### config.mk
export PLATFORM = sky130hd
export DESIGN_NAME = ple_cell
export DESIGN_NICKNAME = d
export VERILOG_FILES = /design/src/design/ple_pkg.sv /design/src/design/ple_cell.sv
export SDC_FILE = /design/constraint.sdc
export NUM_CORES = 1
export LEC_CHECK = 0
export BUFFER_PORTS_ARGS = -buffer_cell sky130_fd_sc_hd__buf_2
export CAP_MARGIN = 20
export CELL_PAD_IN_SITES_DETAIL_PLACEMENT = 1
export CELL_PAD_IN_SITES_GLOBAL_PLACEMENT = 2
export CORE_MARGIN = 2
export CORE_UTILIZATION = 24
export CTS_BUF_LIST = sky130_fd_sc_hd__clkbuf_4 sky130_fd_sc_hd__clkbuf_8
export CTS_CLUSTER_SIZE = 16
export DETAILED_ROUTE_END_ITERATION = 16
export PLACE_DENSITY_LB_ADDON = 0.1
export SYNTH_ARGS = -nofsm -noshare
export SYNTH_HDL_FRONTEND = slang
export SYNTH_SLANG_ARGS = --single-unit
### constraint.sdc
create_clock -name clk -period 3 [get_ports clk]
set_input_delay 0 -clock clk [delete_from_list [all_inputs] [get_ports clk]]
set_output_delay 0 -clock clk [all_outputs]
set_load 0.01 [all_outputs]
### src/design/ple_pkg.sv
// ----------------------------------------------------------------------------
// Positional list engine package
// Shared sizes, types, operation codes and status codes.
// ----------------------------------------------------------------------------
package ple_pkg;

	localparam int DEPTH      = 64;
	localparam int DATA_WIDTH = 32;

	localparam int CNT_W = $clog2(DEPTH + 1);
	localparam int IDX_W = $clog2(DEPTH);

	typedef logic [DATA_WIDTH-1:0] data_t;
	typedef logic [CNT_W-1:0]      count_t;
	typedef logic [IDX_W-1:0]      idx_t;

	localparam logic [2:0] OP_INS_POS   = 3'd0;
	localparam logic [2:0] OP_INS_FRONT = 3'd1;
	localparam logic [2:0] OP_INS_BACK  = 3'd2;
	localparam logic [2:0] OP_DEL_POS   = 3'd3;
	localparam logic [2:0] OP_DEL_FRONT = 3'd4;
	localparam logic [2:0] OP_DEL_BACK  = 3'd5;
	localparam logic [2:0] OP_DUMP_FWD  = 3'd6;
	localparam logic [2:0] OP_DUMP_REV  = 3'd7;

	localparam logic [1:0] ST_OK     = 2'd0;
	localparam logic [1:0] ST_BADPOS = 2'd1;
	localparam logic [1:0] ST_EMPTY  = 2'd2;
	localparam logic [1:0] ST_FULL   = 2'd3;

	typedef struct packed {
		logic ins;
		logic del;
		logic hit;
		logic above;
	} cell_ctl_t;

endpackage

### src/design/ple_cell.sv
// ----------------------------------------------------------------------------
// Positional list engine cell
// Holds one list entry and shifts toward either neighbor on insert or delete.
// ----------------------------------------------------------------------------
module ple_cell (
	input  logic               clk,
	input  ple_pkg::cell_ctl_t ctl,
	input  ple_pkg::data_t     new_data,
	input  ple_pkg::data_t     left_data,
	input  ple_pkg::data_t     right_data,
	output ple_pkg::data_t     data_q
);

	always_ff @(posedge clk) begin
		if (ctl.ins) begin
			if (ctl.hit) begin
				data_q <= new_data;
			end else if (ctl.above) begin
				data_q <= left_data;
			end
		end else if (ctl.del) begin
			if (ctl.hit || ctl.above) begin
				data_q <= right_data;
			end
		end
	end

endmodule

==> results of run 1 <==
==> cell families after synthesis <==
family	Yosys count	share of synthesized area (%)
compound gates	33	10.08
buf+inv	11	6.273
flops	32	57.36
mux	32	19.12
simple gates	32	7.170
==> cells in the final DEF, fill, tap and decap left out <==
cell / netlist / layout
buf_2: 3 / 132
clkbuf_4: 0 / 2
clkbuf_8: 0 / 5
mux2i_1: 32 / 32
buf_4: 1 / 3
edfxtp_1: 32 / 32
a21oi_1: 32 / 32
clkinv_1: 0 / 1
o22a_1: 1 / 1
nor2_1: 32 / 32
==> worst max-delay path: stages <==
cell and delay [ns]:
buf_2 0.09, buf_4 0.47, mux2i_1 0.26, a21oi_1 0.10
==> worst paths after layout <==
kind,start,endpoint,slack (ns),cells after the start
max,ctl[1],data_q[1],2.07,4
min,right_data[6],data_q[6],0.04,3
==> metrics by stage <==
stage          worst slack (ns)  instance area, um^2
6_report                  2.066                 2441
3_3_place_gp              1.753                 2354
2_1_floorplan             1.493                 1675
3_5_place_dp              1.749                 2354
5_1_grt                   1.985                 2441
4_1_cts                   2.048                 2441
==> power groups by stage <==
stage | Clock (mW) | Sequential [mW] | Combinational, mW
5_1_grt | 0.375 | 0.577 | 0.279
3_5_place_dp | 0 | 0.582 | 0.257
2_1_floorplan | 0 | 0.617 | 0.0933
3_3_place_gp | 0 | 0.581 | 0.254
4_1_cts | 0.355 | 0.573 | 0.257
6_report | 0.342 | 0.572 | 0.250
==> layout make-up <==
class | instances | area (um^2) | share of cell area [%]
Timing Repair Buffer | 135 | 683.2 | 27.99
Clock inverter | 1 | 3.754 | 0.1538
Clock buffer | 7 | 83.83 | 3.434
Sequential cell | 32 | 960.9 | 39.36
Multi-Input combinational cell | 97 | 609.3 | 24.96
Tap cell | 80 | 100.1 | 4.100
==> routing by layer <==
metal | part of all wire (%) | vias up
met3 | 9.3 | 5
met1 | 39 | 696
met5 | 0 | -
li1 | - | 770
met2 | 51 | 76
met4 | 1.2 | 0
==> out/qor.yml, run 1 <==
finalPower_mw: 1.164
synth_cell_types: 10
hold_viol_final: 0
grt_first_pass_wirelength_um: 7507
worstHoldPathType: "in2reg"
vias_per_cell: 4.395
numCtsBuffers: 5
worst_slew_pin_slew_ns: 0.6260
drc: 0
final_util_pct: 36.13
p_int_mw: 0.8604
syn_area_um2: 1675
numClockSinks: 32
critPathMaxFanout: 32
gr-usage-met3_pct: 4.430
avgSynthCellArea_um2: 11.97
clockPowerShare_pct: 29.4
start_kind: "input pin"
ys_ff_latch: 32
antenna_found_initial: 0
largestRegisters: "data_q: 32 flops"
drt_iter0_drc: 26
ant_nets: 0
hold_buffers: 0
power.switching_mw: 0.3039
synth_cells: 140
track_usage_pct: 12.86
ctsHtreeMaxLevel: 2
fin_tns_setup_ns: 0
rsz0062_at_grt: "false"
diodes: 0
die_h_um: 87.55
end_kind: "flip-flop"
yosys.area.top_type_share_pct: 57.36
synth_fp_nets: 241
whs_ns: 0.03583
switching_share_pct: 26.10
gr-usage-met1_pct: 14.04
path_class: "in2reg"
placed_cells: 344
gr-usage-met2_pct: 23.48
yosys-top-cells-count: "a21oi_1 (32), edfxtp_1 (32), mux2i_1 (32), nor2_1 (32)"
setup_viol: 0
finalCritPeriodShare_pct: 31.13
drv_cap: 0
yosys_warnings: 0
clock_path_buffers: 2
fin_nets: 372
yosysTopAreaCell: "edfxtp_1"
routed_wl_um: 5003
pin_count: 133
first_pass_iters: 2
min_period_ns: 0.9340
comb_power_share_pct: 21.5
path_clk_slew_ns: 0.07
cts_tree: "yes"
p_leak_nw: 1.194
grt_overflow_total: 0
fmax_mhz: 1071
largest_reg_flops: 32
synth-edff-count: 32
p_seq_share_pct: 49.1
num_rows: 30
powerDensity_nw_per_um2: 477.0
async_flop_share_pct: 0
slew_viol_final: 0
wire_per_inst_um: 14.21
instances_no_fill: 352
relSlewSlack_pct: 58.27
clock-root-buffer: "clkbuf_8"
die_area_um2: 7665
crit_arrival_ns: 0.93
initial_utilization_pct: 24.80
routed-via-count: 1547
seq_area_frac_synth_pct: 57.36
yosys-top-cells-area: "edfxtp_1 (57%), mux2i_1 (19%), a21oi_1 (9.6%)"
place.gp.congestion: 0.6393
io_buffers: 132
layout-drive-gt1-share_pct: 52.21
grt_max_degree: 65
grt_pass1_vias: 1572
cts_setup_buffers: 0
syn2layout_area_growth_pct: 45.71
worstPathRequired_ns: 2.99
cts_resized: 0
outcome: "finished, final reports clean"
design.core.area_um2: 6756
vdd_ir_drop_max_uv: 158.8
nFillCells: 823
largest_register: "data_q"
grt_busiest_layer: "met2"
die_w_um: 87.55
synth-main-ff-cell: "edfxtp_1"
Power figures use the tool's default switching activity.
==> inputs of run 2 (changes only) <==
--- a/config.mk
+++ b/config.mk
@@ -10,7 +10,7 @@
 export CELL_PAD_IN_SITES_DETAIL_PLACEMENT = 1
 export CELL_PAD_IN_SITES_GLOBAL_PLACEMENT = 2
 export CORE_MARGIN = 2
-export CORE_UTILIZATION = 24
+export CORE_UTILIZATION = 20
 export CTS_BUF_LIST = sky130_fd_sc_hd__clkbuf_4 sky130_fd_sc_hd__clkbuf_8
 export CTS_CLUSTER_SIZE = 16
 export DETAILED_ROUTE_END_ITERATION = 16
==> constraint.sdc (replaced) <==
create_clock -name clk -period 0.8 [get_ports clk]
set_input_delay 0 -clock clk [delete_from_list [all_inputs] [get_ports clk]]
set_output_delay 0 -clock clk [all_outputs]
set_load 0.01 [all_outputs]
==> run 2 against run 1 <==
Against the previous run:
- the run now ends with setup timing left
- first-iteration DRC count grew 42%
- total power grew to 3.6 times the previous value
- critical path depth shrank 3
- cell count grew 7.1%
- count of clock-buffer cells in the layout shrank 2
- critical endpoint is now data_q[2]
==> out/qor.yml, run 2 (same netlist as run 1, synthesis figures left out) <==
fmax_mhz: 1237
seq_area_um2: 960.9
design.core.area_um2: 8175
crit_arrival_ns: 0.81
track_usage_pct: 11.01
fin_tns_setup_ns: -0.008299
grt_max_degree: 33
cts_tree: "yes"
num_rows: 33
ant_nets: 0
wire_per_inst_um: 13.28
hold_buffers: 0
place.gp.congestion: 0.6791
cp.depth: 1
crit_chain: "buf_2"
cp-startpoint: "data_q[2]"
vdd_ir_drop_max_uv: 533.3
numClockSinks: 32
drt_iter0_drc: 37
worst_slew_pin_slew_ns: 0.4580
initial_utilization_pct: 20.49
place_hpwl_um: 3898
drv_cap: 0
setup_slack_ns: -0.008299
layout_common_cells: "buf_2 (131), mux2i_1 (32), nor2_1 (32), a21oi_1 (32), edfxtp_1 (32)"
end_kind: "output port"
first_pass_iters: 3
multi_input_area_um2: 618.1
pin_count: 133
min-delay-start: "right_data[0]"
crit_buf_inv: 1
drc: 0
crit_slowest_cell: "edfxtp_1"
routed-via-count: 1532
finalPower_mw: 4.236
cp_top_family: "flip-flops"
outcome: "complete, but fails checks"
layout.cells.most_common: "buf_2"
layout-drive-gt1-share_pct: 52.94
path_clk_slew_ns: 0.06
max_stage_delay_ns: 0.38
clock_path_buffers: 2
violations: "setup timing"
nFillCells: 966
clock-root-buffer: "clkbuf_8"
critPathMaxFanout: 1
fin_nets: 375
numCtsBuffers: 5
largest_register: "data_q"
placed_cells: 372
syn2layout_area_growth_pct: 50.93
vias_per_cell: 4.064
die_h_um: 95.53
setup_viol: 1
start_kind: "flip-flop"
die_area_um2: 9125
ctsHtreeMaxLevel: 2
grt_overflow_total: 0
grt_first_pass_wirelength_um: 7562
worstPathRequired_ns: 0.80
path_class: "reg2out"
rsz0062_at_grt: "true"
grt_pass1_vias: 1524
largest_reg_flops: 32
min_period_ns: 0.8083
powerDensity_nw_per_um2: 1675
instances_no_fill: 377
routed_wl_um: 5005
p_leak_nw: 1.215
hold_viol_final: 0
relSlewSlack_pct: 69.46
finalCritPeriodShare_pct: 101.0
largestRegisters: "data_q: 32 flops"
hold_depth: 3
io_buffers: 132
diodes: 0
antenna_found_initial: 0
slew_viol_final: 0
worstHoldPathType: "in2reg"
die_w_um: 95.53
## run 2: cell types whose count changed in the layout (fill, tap and decap cells not counted), sizes merged
cell,change
buf,+3
clkinv,-1
clkbuf,-2
## run 2: worst min-delay path, cell delays in order
cell and delay [ns]:
buf_2 0.07, nor2_1 0.03, a21oi_1 0.09
## run 2: path summary, 6_finish.rpt
| path | to |
|---|---|
| setup / recovery | data_q[2] |
| hold / removal | data_q[0] |
## run 2: through the flow
step | hold slack [ns] | setup slack [ns] | util (%) | cell area (um^2)
after CTS | 0.03000 | -0.03708 | 30.85 | 2522
final | 0.04205 | -0.008299 | 30.93 | 2529
after global placement | 0.3124 | -0.2292 | 30.01 | 2454
after detailed placement | 0.3224 | -0.2294 | 30.01 | 2454
after global routing | 0.04728 | -0.04847 | 30.93 | 2529
after floorplan | 0.2250 | -0.1241 | - | 1703
## run 2: final cells by class
| type | count | share of cell area (%) |
|---|---|---|
| well taps | 105 | 5.195 |
| clock buffers | 5 | 2.721 |
| flip-flops and latches | 32 | 38.00 |
| multi-input cells | 97 | 24.44 |
| repair buffers | 138 | 29.64 |
## run 2: what timing repair did
action                                 CTS  global route
setup endpoints to repair                9            29
buffers inserted                         0             0
resized for setup                        0             1
endpoints found under the hold margin    0             0
gates cloned                             0             0
## run 2: report_power, final
| part | total (mW) | switching [mW] | internal (mW) |
|---|---|---|---|
| combinational | 0.982 | 0.491 | 0.491 |
| clock | 1.10 | 0.545 | 0.560 |
| sequential | 2.15 | 0.0464 | 2.10 |
| total | 4.24 | 1.08 | 3.15 |
## run 2: layer usage
layer  track usage (%)  routed length, um
met4             3.214                 44
met5                 0                  0
met1             12.74               2015
met3             4.427                499
met2             18.71               2446
